===== src/hw/rtl/i2cbm_pkg.sv =====
package i2cbm_pkg;

  // Bus phase codes
  localparam logic [3:0] PH_IDLE       = 4'd0;
  localparam logic [3:0] PH_ST_SDA_REL = 4'd1;
  localparam logic [3:0] PH_ST_SCL_REL = 4'd2;
  localparam logic [3:0] PH_ST_SDA_LOW = 4'd3;
  localparam logic [3:0] PH_ST_SCL_LOW = 4'd4;
  localparam logic [3:0] PH_WR_SETUP   = 4'd5;
  localparam logic [3:0] PH_WR_HIGH    = 4'd6;
  localparam logic [3:0] PH_WR_LOW     = 4'd7;
  localparam logic [3:0] PH_RD_LOW     = 4'd8;
  localparam logic [3:0] PH_RD_HIGH    = 4'd9;
  localparam logic [3:0] PH_AK_SETUP   = 4'd10;
  localparam logic [3:0] PH_AK_HIGH    = 4'd11;
  localparam logic [3:0] PH_AK_LOW     = 4'd12;
  localparam logic [3:0] PH_SP_SDA_LOW = 4'd13;
  localparam logic [3:0] PH_SP_SCL_REL = 4'd14;
  localparam logic [3:0] PH_SP_SDA_REL = 4'd15;

  // Command codes
  localparam logic [2:0] OP_START = 3'd0;
  localparam logic [2:0] OP_STOP  = 3'd1;
  localparam logic [2:0] OP_WRITE = 3'd2;
  localparam logic [2:0] OP_RDACK = 3'd3;
  localparam logic [2:0] OP_RDNAK = 3'd4;
  localparam logic [2:0] OP_ACK   = 3'd5;
  localparam logic [2:0] OP_NACK  = 3'd6;
  localparam logic [2:0] OP_PROBE = 3'd7;

  // Register indexes
  localparam logic [7:0] REG_SETUP = 8'd0;
  localparam logic [7:0] REG_HIGH  = 8'd1;
  localparam logic [7:0] REG_LOW   = 8'd2;
  localparam logic [7:0] REG_HOLD  = 8'd3;

  localparam logic [7:0] SETUP_RESET = 8'd10;
  localparam logic [7:0] HIGH_RESET  = 8'd50;
  localparam logic [7:0] LOW_RESET   = 8'd10;
  localparam logic [7:0] HOLD_RESET  = 8'd100;

  localparam logic [7:0] MSB_MASK  = 8'h80;
  localparam logic [3:0] BYTE_BITS = 4'd8;

  // Phase lengths in ticks, zero already mapped to one
  typedef struct packed {
    logic [7:0] setup_len;
    logic [7:0] high_len;
    logic [7:0] low_len;
    logic [7:0] hold_len;
  } cfg_t;

  // One result item
  typedef struct packed {
    logic       scl_pull_low;
    logic       sda_pull_low;
    logic       busy_res;
    logic       done_res;
    logic [7:0] rx_byte;
    logic       ack_bit;
    logic       bus_error;
  } res_t;

endpackage


===== src/hw/rtl/i2c_byte_master.sv =====
// Channel   Direction  Handshake               Payload
// in        in         in_valid / in_stall     cmd_valid operation tx_byte sda_in scl_in
// out       out        out_valid / out_stall   scl_pull_low sda_pull_low busy_res done_res
//                                              rx_byte ack_bit bus_error
// cfg       in         cfg_valid / cfg_ready   cfg_index cfg_data
//
// One item is one bus tick; its result is loaded at the edge that accepts it, into the
// output register if free or emptied, else into its skid entry. The block sustains one
// item per cycle while in_stall is low. The phase state machine updates at that edge.
// Reset (rst, synchronous) releases both lines, idles the controller and loads the
// default timing registers. in_stall rises only when the output register and its skid
// entry both hold results; cfg_ready is always high.
module i2c_byte_master import i2cbm_pkg::*; (
  input  logic       clk,
  input  logic       rst,
  input  logic       in_valid,
  output logic       in_stall,
  input  logic       cmd_valid,
  input  logic [2:0] operation,
  input  logic [7:0] tx_byte,
  input  logic       sda_in,
  input  logic       scl_in,
  output logic       out_valid,
  input  logic       out_stall,
  output logic       scl_pull_low,
  output logic       sda_pull_low,
  output logic       busy_res,
  output logic       done_res,
  output logic [7:0] rx_byte,
  output logic       ack_bit,
  output logic       bus_error,
  input  logic       cfg_valid,
  output logic       cfg_ready,
  input  logic [7:0] cfg_index,
  input  logic [7:0] cfg_data
);

  cfg_t cfg;
  res_t res_next;
  res_t head;
  logic push;
  logic full;

  assign cfg_ready = 1'b1;
  assign in_stall  = full;
  assign push      = in_valid && !full;

  i2cbm_regs u_regs (
    .clk   (clk),
    .rst   (rst),
    .wr    (cfg_valid && cfg_ready),
    .index (cfg_index),
    .data  (cfg_data),
    .cfg   (cfg)
  );

  i2cbm_core u_core (
    .clk       (clk),
    .rst       (rst),
    .cfg       (cfg),
    .push      (push),
    .cmd_valid (cmd_valid),
    .operation (operation),
    .tx_byte   (tx_byte),
    .sda_in    (sda_in),
    .scl_in    (scl_in),
    .res_next  (res_next)
  );

  i2cbm_out u_out (
    .clk        (clk),
    .rst        (rst),
    .push       (push),
    .res_in     (res_next),
    .full       (full),
    .head_valid (out_valid),
    .head_stall (out_stall),
    .head       (head)
  );

  // Spread the result item onto its ports
  assign scl_pull_low = head.scl_pull_low;
  assign sda_pull_low = head.sda_pull_low;
  assign busy_res     = head.busy_res;
  assign done_res     = head.done_res;
  assign rx_byte      = head.rx_byte;
  assign ack_bit      = head.ack_bit;
  assign bus_error    = head.bus_error;

endmodule


===== src/hw/rtl/i2cbm_regs.sv =====
module i2cbm_regs import i2cbm_pkg::*; (
  input  logic       clk,
  input  logic       rst,
  input  logic       wr,
  input  logic [7:0] index,
  input  logic [7:0] data,
  output cfg_t       cfg
);

  logic [7:0] setup_ticks;
  logic [7:0] high_ticks;
  logic [7:0] low_ticks;
  logic [7:0] hold_ticks;

  // Write one timing register; drop writes beyond the list
  always_ff @(posedge clk) begin
    if (rst) begin
      setup_ticks <= SETUP_RESET;
      high_ticks  <= HIGH_RESET;
      low_ticks   <= LOW_RESET;
      hold_ticks  <= HOLD_RESET;
    end else if (wr) begin
      unique case (index)
        REG_SETUP: setup_ticks <= data;
        REG_HIGH:  high_ticks  <= data;
        REG_LOW:   low_ticks   <= data;
        REG_HOLD:  hold_ticks  <= data;
        default: ;
      endcase
    end
  end

  // Treat a zero length as one tick
  assign cfg.setup_len = (setup_ticks == 8'd0) ? 8'd1 : setup_ticks;
  assign cfg.high_len  = (high_ticks  == 8'd0) ? 8'd1 : high_ticks;
  assign cfg.low_len   = (low_ticks   == 8'd0) ? 8'd1 : low_ticks;
  assign cfg.hold_len  = (hold_ticks  == 8'd0) ? 8'd1 : hold_ticks;

endmodule


===== src/hw/rtl/i2cbm_core.sv =====
module i2cbm_core import i2cbm_pkg::*; (
  input  logic       clk,
  input  logic       rst,
  input  cfg_t       cfg,
  input  logic       push,
  input  logic       cmd_valid,
  input  logic [2:0] operation,
  input  logic [7:0] tx_byte,
  input  logic       sda_in,
  input  logic       scl_in,
  output res_t       res_next
);

  logic [3:0] phase, phase_next;
  logic [2:0] current_op, current_op_next;
  logic [3:0] bit_count, bit_count_next;
  logic [7:0] shift_reg, shift_reg_next;
  logic [7:0] tick_count, tick_count_next;
  logic       scl_drive, scl_drive_next;
  logic       sda_drive, sda_drive_next;
  logic [7:0] rx_hold, rx_hold_next;
  logic       ack_hold, ack_hold_next;
  logic       error_hold, error_hold_next;

  logic       done;
  logic       go;
  logic       finish;
  logic [3:0] go_ph;
  logic [7:0] len;
  logic [1:0] drv;

  // Length of a phase in ticks
  function automatic logic [7:0] phase_len(input logic [3:0] ph, input cfg_t c);
    logic [7:0] r;
    unique case (ph)
      PH_ST_SDA_REL, PH_ST_SCL_REL, PH_WR_SETUP,
      PH_AK_SETUP, PH_SP_SDA_LOW:           r = c.setup_len;
      PH_WR_HIGH, PH_RD_HIGH, PH_AK_HIGH:   r = c.high_len;
      PH_WR_LOW, PH_RD_LOW, PH_AK_LOW:      r = c.low_len;
      default:                              r = c.hold_len;
    endcase
    return r;
  endfunction

  // Line drives on entering a phase, returned as {scl, sda}
  function automatic logic [1:0] enter_drv(input logic [3:0] ph, input logic [3:0] bc,
                                           input logic [7:0] sr, input logic [2:0] op,
                                           input logic scl, input logic sda);
    logic s_c;
    logic s_d;
    s_c = scl;
    s_d = sda;
    unique case (ph)
      PH_ST_SDA_REL: s_d = 1'b0;
      PH_ST_SCL_REL: s_c = 1'b0;
      PH_ST_SDA_LOW: s_d = 1'b1;
      PH_ST_SCL_LOW: s_c = 1'b1;
      PH_WR_SETUP: begin
        s_c = 1'b1;
        s_d = (bc < BYTE_BITS) && ((sr & MSB_MASK) == 8'd0);
      end
      PH_WR_HIGH: s_c = 1'b0;
      PH_WR_LOW:  s_c = 1'b1;
      PH_RD_LOW: begin
        s_c = 1'b1;
        s_d = 1'b0;
      end
      PH_RD_HIGH: s_c = 1'b0;
      PH_AK_SETUP: begin
        s_c = 1'b1;
        s_d = (op == OP_RDACK) || (op == OP_ACK);
      end
      PH_AK_HIGH: s_c = 1'b0;
      PH_AK_LOW: begin
        s_c = 1'b1;
        s_d = 1'b0;
      end
      PH_SP_SDA_LOW: begin
        s_c = 1'b1;
        s_d = 1'b1;
      end
      PH_SP_SCL_REL: s_c = 1'b0;
      PH_SP_SDA_REL: s_d = 1'b0;
      default: ;
    endcase
    return {s_c, s_d};
  endfunction

  assign len = phase_len(phase, cfg);

  // Work out one tick: accept a command when idle, else count and advance phases
  always_comb begin
    current_op_next = current_op;
    bit_count_next  = bit_count;
    shift_reg_next  = shift_reg;
    tick_count_next = tick_count;
    rx_hold_next    = rx_hold;
    ack_hold_next   = ack_hold;
    error_hold_next = error_hold;
    done            = 1'b0;
    go              = 1'b0;
    finish          = 1'b0;
    go_ph           = phase;

    if (phase == PH_IDLE) begin
      if (cmd_valid) begin
        current_op_next = operation;
        bit_count_next  = 4'd0;
        unique case (operation)
          OP_START: begin
            go = 1'b1;
            go_ph = PH_ST_SDA_REL;
          end
          OP_STOP: begin
            go = 1'b1;
            go_ph = PH_SP_SDA_LOW;
          end
          OP_WRITE: begin
            shift_reg_next = tx_byte;
            go = 1'b1;
            go_ph = PH_WR_SETUP;
          end
          OP_RDACK, OP_RDNAK: begin
            shift_reg_next = 8'd0;
            go = 1'b1;
            go_ph = PH_RD_LOW;
          end
          OP_ACK, OP_NACK: begin
            go = 1'b1;
            go_ph = PH_AK_SETUP;
          end
          default: begin
            // Probe: fail at once if the bus is not idle
            if (!sda_in || !scl_in) begin
              error_hold_next = 1'b1;
              ack_hold_next   = 1'b1;
              done            = 1'b1;
            end else begin
              error_hold_next = 1'b0;
              shift_reg_next  = tx_byte;
              go = 1'b1;
              go_ph = PH_ST_SDA_REL;
            end
          end
        endcase
      end
    end else if (({1'b0, tick_count} + 9'd1) >= {1'b0, len}) begin
      go = 1'b1;
      unique case (phase)
        PH_ST_SDA_REL: go_ph = PH_ST_SCL_REL;
        PH_ST_SCL_REL: go_ph = PH_ST_SDA_LOW;
        PH_ST_SDA_LOW: go_ph = PH_ST_SCL_LOW;
        PH_ST_SCL_LOW: begin
          if (current_op == OP_PROBE) begin
            bit_count_next = 4'd0;
            go_ph = PH_WR_SETUP;
          end else begin
            go = 1'b0;
            finish = 1'b1;
          end
        end
        PH_WR_SETUP: go_ph = PH_WR_HIGH;
        PH_WR_HIGH: begin
          if (bit_count >= BYTE_BITS) ack_hold_next = sda_in;
          go_ph = PH_WR_LOW;
        end
        PH_WR_LOW: begin
          if (bit_count < BYTE_BITS) begin
            shift_reg_next = {shift_reg[6:0], 1'b0};
            bit_count_next = bit_count + 4'd1;
            go_ph = PH_WR_SETUP;
          end else if (current_op == OP_PROBE) begin
            go_ph = PH_SP_SDA_LOW;
          end else begin
            go = 1'b0;
            finish = 1'b1;
          end
        end
        PH_RD_LOW: go_ph = PH_RD_HIGH;
        PH_RD_HIGH: begin
          shift_reg_next = {shift_reg[6:0], sda_in};
          bit_count_next = bit_count + 4'd1;
          if (bit_count_next < BYTE_BITS) begin
            go_ph = PH_RD_LOW;
          end else begin
            rx_hold_next = shift_reg_next;
            go_ph = PH_AK_SETUP;
          end
        end
        PH_AK_SETUP:   go_ph = PH_AK_HIGH;
        PH_AK_HIGH:    go_ph = PH_AK_LOW;
        PH_SP_SDA_LOW: go_ph = PH_SP_SCL_REL;
        PH_SP_SCL_REL: go_ph = PH_SP_SDA_REL;
        PH_AK_LOW, PH_SP_SDA_REL, PH_IDLE: begin
          go = 1'b0;
          finish = 1'b1;
        end
      endcase
    end else begin
      tick_count_next = tick_count + 8'd1;
    end

    drv = enter_drv(go_ph, bit_count_next, shift_reg_next, current_op_next,
                    scl_drive, sda_drive);
    phase_next     = phase;
    scl_drive_next = scl_drive;
    sda_drive_next = sda_drive;
    if (go) begin
      phase_next      = go_ph;
      tick_count_next = 8'd0;
      scl_drive_next  = drv[1];
      sda_drive_next  = drv[0];
    end
    if (finish) begin
      phase_next      = PH_IDLE;
      tick_count_next = 8'd0;
      done            = 1'b1;
    end
  end

  // Result of this tick, taken from the updated state
  always_comb begin
    res_next.scl_pull_low = scl_drive_next;
    res_next.sda_pull_low = sda_drive_next;
    res_next.busy_res     = (phase_next != PH_IDLE);
    res_next.done_res     = done;
    res_next.rx_byte      = rx_hold_next;
    res_next.ack_bit      = ack_hold_next;
    res_next.bus_error    = error_hold_next;
  end

  // Hold state between items, advance on each accepted item
  always_ff @(posedge clk) begin
    if (rst) begin
      phase      <= PH_IDLE;
      current_op <= OP_START;
      bit_count  <= 4'd0;
      shift_reg  <= 8'd0;
      tick_count <= 8'd0;
      scl_drive  <= 1'b0;
      sda_drive  <= 1'b0;
      rx_hold    <= 8'd0;
      ack_hold   <= 1'b0;
      error_hold <= 1'b0;
    end else if (push) begin
      phase      <= phase_next;
      current_op <= current_op_next;
      bit_count  <= bit_count_next;
      shift_reg  <= shift_reg_next;
      tick_count <= tick_count_next;
      scl_drive  <= scl_drive_next;
      sda_drive  <= sda_drive_next;
      rx_hold    <= rx_hold_next;
      ack_hold   <= ack_hold_next;
      error_hold <= error_hold_next;
    end
  end

  a_idle_tick: assert property (@(posedge clk) disable iff (rst)
    (phase == PH_IDLE) |-> (tick_count == 8'd0))
    else $error("tick count running while idle");

  a_bit_range: assert property (@(posedge clk) disable iff (rst)
    bit_count <= BYTE_BITS)
    else $error("bit count beyond one byte");

  a_tick_bound: assert property (@(posedge clk) disable iff (rst)
    (phase != PH_IDLE) |-> (tick_count < len))
    else $error("tick count past phase length");

  a_done_idle: assert property (@(posedge clk) disable iff (rst)
    (push && done) |=> (phase == PH_IDLE))
    else $error("completion left controller busy");

endmodule


===== src/hw/rtl/i2cbm_out.sv =====
module i2cbm_out import i2cbm_pkg::*; (
  input  logic clk,
  input  logic rst,
  input  logic push,
  input  res_t res_in,
  output logic full,
  output logic head_valid,
  input  logic head_stall,
  output res_t head
);

  logic skid_valid;
  res_t skid;
  logic pop;

  assign pop  = head_valid && !head_stall;
  assign full = skid_valid;

  // Output register with one skid entry behind it
  always_ff @(posedge clk) begin
    if (rst) begin
      head_valid <= 1'b0;
      skid_valid <= 1'b0;
    end else if (pop) begin
      if (skid_valid) begin
        skid_valid <= 1'b0;
      end else begin
        head_valid <= push;
      end
    end else if (push) begin
      if (head_valid) begin
        skid_valid <= 1'b1;
      end else begin
        head_valid <= 1'b1;
      end
    end
  end

  // Move payload alongside the valid bits
  always_ff @(posedge clk) begin
    if (pop) begin
      head <= skid_valid ? skid : res_in;
    end else if (push && !head_valid) begin
      head <= res_in;
    end
    if (!pop && push && head_valid) begin
      skid <= res_in;
    end
  end

  a_skid_order: assert property (@(posedge clk) disable iff (rst)
    skid_valid |-> head_valid)
    else $error("skid entry without head entry");

  a_no_overrun: assert property (@(posedge clk) disable iff (rst)
    skid_valid |-> !push)
    else $error("item pushed into full buffer");

endmodule

===== config.mk =====
export PLATFORM = sky130hd
export DESIGN_NAME = i2c_byte_master
export DESIGN_NICKNAME = d
export VERILOG_FILES = /design/src/hw/rtl/i2cbm_pkg.sv /design/src/hw/rtl/i2c_byte_master.sv /design/src/hw/rtl/i2cbm_regs.sv /design/src/hw/rtl/i2cbm_core.sv /design/src/hw/rtl/i2cbm_out.sv
export SDC_FILE = /design/constraint.sdc
export NUM_CORES = 1
export LEC_CHECK = 0
export ABC_AREA = 1
export BUFFER_PORTS_ARGS = -buffer_cell sky130_fd_sc_hd__buf_2
export CORE_MARGIN = 2
export CORE_UTILIZATION = 30
export DETAILED_ROUTE_END_ITERATION = 8
export GPL_TIMING_DRIVEN = 0
export PLACE_DENSITY = 0.52
export SLEW_MARGIN = 20
export SYNTH_ARGS = -nofsm -noshare
export SYNTH_HDL_FRONTEND = slang
export SYNTH_SLANG_ARGS = --single-unit

===== constraint.sdc =====
create_clock -name clk -period 4.91 [get_ports clk]
set_input_delay 0.982 -clock clk [delete_from_list [all_inputs] [get_ports clk]]
set_output_delay 0.982 -clock clk [all_outputs]
set_load 0.01 [all_outputs]

# After elaboration in Yosys (flattened, before gate mapping)
# Cells that the tools add are included.
dict set report word_totals {
  register_bits 101
  in_bits 35
  word_cells 214
}
dict set report classes {
  addsub 3
  magnitude_cmp 5
  eq_ne 49
  muxes 78
  n_reduce_logical 48
}
# cell count
set op_table {}
lappend op_table {{8-bit 2-to-1 mux} 17}
lappend op_table {{4-bit == test, second input constant} 16}
lappend op_table {{4-bit 2-to-1 mux} 14}
lappend op_table {{4-bit case mux with 13 select lines} 1}
lappend op_table {{8-bit logical NOT} 6}
lappend op_table {{8-bit case mux with 3 select lines} 2}
lappend op_table {{14-bit 2-to-1 mux} 3}
lappend op_table {{4-bit by 3-bit == test with 1-bit output, second input constant} 8}
lappend op_table {{1-bit 2-to-1 mux} 31}
lappend op_table {{4-bit case mux with 5 select lines} 1}
lappend op_table {{4-bit by 2-bit == test with 1-bit output, second input constant} 4}
lappend op_table {{8-bit by 2-bit == test with 1-bit output, second input constant} 2}
lappend op_table {{8-bit case mux with 2 select lines} 1}
lappend op_table {{3-bit == test, second input constant} 5}
lappend op_table {{7-bit OR reduction} 2}
lappend op_table {{4-bit less-than comparator, second input constant} 3}
lappend op_table {{4-bit case mux with 3 select lines} 1}
lappend op_table {{2-bit AND reduction} 6}
lappend op_table {{5-bit OR reduction} 2}
lappend op_table {{8-bit by 1-bit adder with 9-bit output, second input constant} 1}
lappend op_table {{3-bit by 2-bit == test with 1-bit output, second input constant} 3}
lappend op_table {{9-bit by 8-bit greater-or-equal comparator with 1-bit output} 1}
lappend op_table {{3-bit by 1-bit != test with 1-bit output, second input constant} 3}
lappend op_table {{3-bit OR reduction} 3}
lappend op_table {{25 further kinds} 47}

# Depth between registers and ports, before layout
dict set report depth {
  word_depth 12
  depth_mapped 28
  ltp_nobuf 27
}

# By module
# A second synthesis with hierarchy kept.
dict set report hier_totals {
  cells_unflattened 871
  area_unflattened_um2 6044.5
}
# module n_inst cells_per_inst area_each_um2 seq_area_each_um2
set modules_own_cells {}
lappend modules_own_cells {i2cbm_core 1 545 3296.9 780.7}
lappend modules_own_cells {i2cbm_regs 1 234 1607.8 640.6}
lappend modules_own_cells {i2cbm_out 1 88 1118.6 880.8}
lappend modules_own_cells {i2c_byte_master 1 4 21.3 0.0}

# Worst setup path after synthesis
# OpenSTA, ideal clock, no wires.
dict set report synth_timing {
  path_type {register -> register}
  startpoint {reg u_core.phase[3]}
  endpoint {reg u_out.head[12] (netlist name)}
  setup_ps 270
  t_arrival_ps 3267
  slack_ps 1373
  path_stages_with_launch 27
  path_buffers 1
  path_cell_list {dfxtp_1 buf_2 inv_2 nand2_1 nor2_1 a21oi_1 inv_1 nor3_2 inv_1 o2111ai_1 o21ai_0 ha_1 nand2_1 a21oi_1 nor2_1 nor2_2 nor2_8 nand3_4 nand2_1 nand3_2 nand2_4 nor2_1 nand2_1 a21oi_1 nand2_1 nand2_2 o21ai_2}
}
dict set report synth_via {
  elab_chain_len 12
  elab_cells_between_ends 62
}
# item line
set synth_rtl {}
lappend synth_rtl {{from (decl)} i2cbm_core.sv:14} ;# logic [3:0] phase, phase_next;
lappend synth_rtl {{from (signal assigned)} i2cbm_core.sv:246} ;# phase <= phase_next;
lappend synth_rtl {{4-bit by 1-bit == test with 1-bit output, or another cell as far along} {i2cbm_core.sv:35, i2cbm_core.sv:149}}
lappend synth_rtl {{5-bit OR reduction / 3-bit OR reduction (equally long branches)} i2cbm_core.sv:35} ;# unique case (ph)
lappend synth_rtl {{8-bit case mux with 3 select lines} i2cbm_core.sv:35}
lappend synth_rtl {{9-bit by 8-bit greater-or-equal comparator with 1-bit output} i2cbm_core.sv:147} ;# end else if (({1'b0, tick_count} + 9'd1) >= {1'b0, len}) begin
lappend synth_rtl {{4-bit 2-to-1 mux / 8-bit 2-to-1 mux (equally long branches)} i2cbm_core.sv:147}
lappend synth_rtl {{4-bit 2-to-1 mux / 8-bit 2-to-1 mux (equally long branches)} i2cbm_core.sv:105} ;# if (phase == PH_IDLE) begin
lappend synth_rtl {{4-bit less-than comparator, or another cell as far along} i2cbm_core.sv:60} ;# s_d = (bc < BYTE_BITS) && ((sr & MSB_MASK) == 8'd0);
lappend synth_rtl {{1-bit logical AND, or another cell as far along} i2cbm_core.sv:60}
lappend synth_rtl {{1-bit case mux with 4 select lines} i2cbm_core.sv:53} ;# unique case (ph)
lappend synth_rtl {{1-bit 2-to-1 mux *} i2cbm_core.sv:208} ;# if (go) begin
lappend synth_rtl {{14-bit 2-to-1 mux, on equally long branches} {i2cbm_out.sv:43, i2cbm_out.sv:42}}
lappend synth_rtl {{14-bit 2-to-1 mux *} i2cbm_out.sv:41} ;# if (pop) begin
# Every way passes the cells marked *; elsewhere a longest branch is shown, timed or not. The select of a mux whose other input is x is not followed.
# A chain may end at the register's enable or synchronous reset.

==> results_dict.tcl <==
set metrics [dict create \
    status "finished with violations" \
    violations "DRC" \
    drive_gt1_frac 0.160 \
    clock_path_buffers 2 \
    async_flop_share 0 \
    rrSetupSlack_ps 680 \
    gp_congestion 0.887 \
    cp_max_fo 10 \
    cts_buffers 9 \
    hold_slack_ps 475 \
    synth_mux_area_frac 0.0183 \
    slew_headroom 0.554 \
    hold_depth 2 \
    area_growth_pct 16.0 \
    clkTransAtPathRegs_ps 80 \
    path_class "reg2reg" \
    post-route-period-util 0.861 \
    arrival_ps 4350 \
    antenna_found_initial 0 \
    reg_top3 "u_out.head (14), u_out.skid (14)" \
    postRouteAntennaNets 0 \
    r2r_start "u_core.phase[0]$_SDFFE_PP0P_" \
    drt_first_pass_iters 9 \
    maxCapViolCount 0 \
    final.setup.tns_ps 0 \
    drv_slew 0 \
    synth_top_area_share 0.263 \
    synth_compound_area_frac 0.186 \
    synthDistinctLibCells 54 \
    hpwl_mm 10.9 \
    grt_pass1_vias 4570 \
    period_needed_ps 4230 \
    drtIter0Drc 282 \
    power_leakage_nw 2.94 \
    synth_commonest_cells "137 x nand2_1, 93 x inv_1, 82 x o21ai_0" \
    hold_buffers 0 \
    power.density_mw_per_mm2 382 \
    n_antenna_cell 0 \
    ys_seq_area_frac 0.415 \
    multiInputGateArea_sq_mm 0.00278 \
    timing.rr.end "u_out.head[11]$_DFFE_PP_" \
    fmax_mhz 237 \
    reg2reg_depth 21 \
    fillers 1947 \
    yosysTopAreaCell "dfxtp_1" \
    synth_nets 789 \
    min_from "u_core.shift_reg[3]$_SDFFE_PP0P_" \
    grt_max_degree 20 \
    synthFlopType "dfxtp_1" \
    synthCells 742 \
    finalWirelength_mm 14.1 \
    drc 6 \
    cp-start-kind "flip-flop" \
    register_area_sq_mm 0.00230 \
    die_area_sq_mm 0.0196 \
    rsz0062_at_grt "no" \
    chipWidth_microns 140 \
    cts-htree-levels 3 \
    ys_warn_count 0 \
    die_h_microns 140 \
    syn_area_sq_mm 0.00555 \
    end_kind "flip-flop" \
    hold_end "u_core.shift_reg[3]$_SDFFE_PP0P_" \
    synth.area.top_cells "dfxtp_1 26%, edfxtp_1 15%, nand2_1 9.3%" \
    globalRouteTotalUtil 0.149 \
    ir_worst_vdd_mv 0.174 \
    synth_area_per_cell_sq_um 7.48 \
    viasPerCell 4.81 \
    yosysMostFrequentCell "nand2_1" \
    cts_root_buf "clkbuf_16" \
    clkSinkCount 101 \
    worst_pin_slew_ps 670 \
    final_hold_viol_count 0 \
    rows 49 \
    hp-class "reg2reg" \
    fin_worst_skew_ps 10.8 \
    timing.final.ws_setup_ps 684 \
    clkLatencyLatePin_ps 370 \
    ys_ff_latch 101 \
    cts_tree "done" \
    yosys.area_share.xor_xnor 0.0110 \
    grt_overflow 0 \
    core_sq_mm 0.0181 \
    grt_pass1_wl_mm 23.5 \
    vias 4994 \
    synth_edf_count 28 \
    ios 52 \
    routedWlPerCell_microns 13.6 \
    setup_violations 0 \
    synth_fa_ha_area_frac 0.0271 \
    synthSimpleGateAreaFrac 0.257 \
    place_ws_ps 550 \
    nNetsFinal 852 \
    synth_top_family_by_area "simple AND/OR/NAND/NOR gates" \
    port_buffers 50 \
    start_util 0.307 \
    required_ps 5040 \
]
==> how the worst max path moves through the flow <==
stage,slack [ps],depth (start not counted),to,from
final,680,21,u_out.head[11]$_DFFE_PP_,u_core.phase[0]$_SDFFE_PP0P_
after detailed placement,550,21,u_out.head[11]$_DFFE_PP_,u_core.phase[3]$_SDFFE_PP0P_
after global placement,560,21,u_out.head[11]$_DFFE_PP_,u_core.phase[3]$_SDFFE_PP0P_
after floorplan,1370,26,u_out.head[12]$_DFFE_PP_,u_core.phase[3]$_SDFFE_PP0P_
after CTS,530,21,u_out.head[11]$_DFFE_PP_,u_core.phase[3]$_SDFFE_PP0P_
after global routing,160,21,u_out.head[1]$_DFFE_PP_,u_core.phase[0]$_SDFFE_PP0P_
==> power breakdown <==
part           internal [W]  switching [W]  total (W)
sequential         0.000926      0.0000326   0.000959
combinational      0.000246       0.000487   0.000733
clock              0.000409       0.000360   0.000769
==> worst max-delay path: stages (launching register included) <==
cell and delay, ps:
dfxtp_1 310, buf_2 190, inv_1 110, nand2_1 120, nor2_1 80, a21oi_1 250, inv_1 200, nor3_2 300
inv_1 210, a211oi_1 230, a41oi_1 110, ha_1 330, nand2_1 40, nor3_1 160, nand2_1 210, nand3_4 210
buf_2 250, nand3_2 190, nand2_1 140, nand4_1 180, nand2_1 110, nand2_1 50
==> stage by stage <==
stage	std cells	util	cell area (sq um)	power [W]
final	1039	0.356	6440	0.00246
after global routing	1039	0.356	6440	0.00262
after CTS	1039	0.356	6430	0.00249
after detailed placement	1023	0.338	6110	0.00171
after global placement	1021	0.337	6090	0.00171
after floorplan	742	-	5550	0.00152
==> what timing repair did <==
action	in CTS	in global routing
setup buffers	0	0
gates resized for setup	0	1
endpoints found under the setup margin	0	1
==> placed cells by master (no fill, tap or decap), drive strengths merged, types with 3 or more instances in the layout <==
cell,synthesis,layout
o22ai,3,3
dfxtp,73,73
clkbuf,13,22
a211oi,5,5
a21oi,54,54
nor4,5,5
buf,8,60
o21bai,3,3
o21ai,92,92
xor2,6,6
nand3,40,40
o211ai,13,13
nor2,87,87
nand2,150,150
inv,102,105
nor3,6,6
ha,12,12
edfxtp,28,28
nand4,14,14
mux2i,9,9
==> cells by family (layout without fill, tap and decap cells) <==
kind of cell             count (synthesis)  count (layout)
AND/OR/NAND/NOR                        307             307
AO/OA/AOI/OAI                          181             181
buffers and inverters                  123             191
flip-flops                             101             101
adder cells (fa/ha/maj)                 12              12
multiplexers                            10              10
XOR/XNOR                                 7               7
other                                    1               1
==> layer usage <==
metal	vias up	wire length, microns	share of wire	GRT usage
met5	-	0	0	0
met4	0	196	0.014	0.0420
met3	16	480	0.034	0.0270
met2	97	6340	0.45	0.243
met1	2275	7100	0.50	0.202
li1	2606	-	-	-
==> final cells by class <==
class	count	area share
tap	229	0.0445
inverter	102	0.0599
clock inverter	7	0.0144
timing repair buffer	52	0.0424
sequential	101	0.358
clock buffer	9	0.0350
multi-input combinational	518	0.432
buffer	21	0.0140
Power figures use the tool's default switching activity.
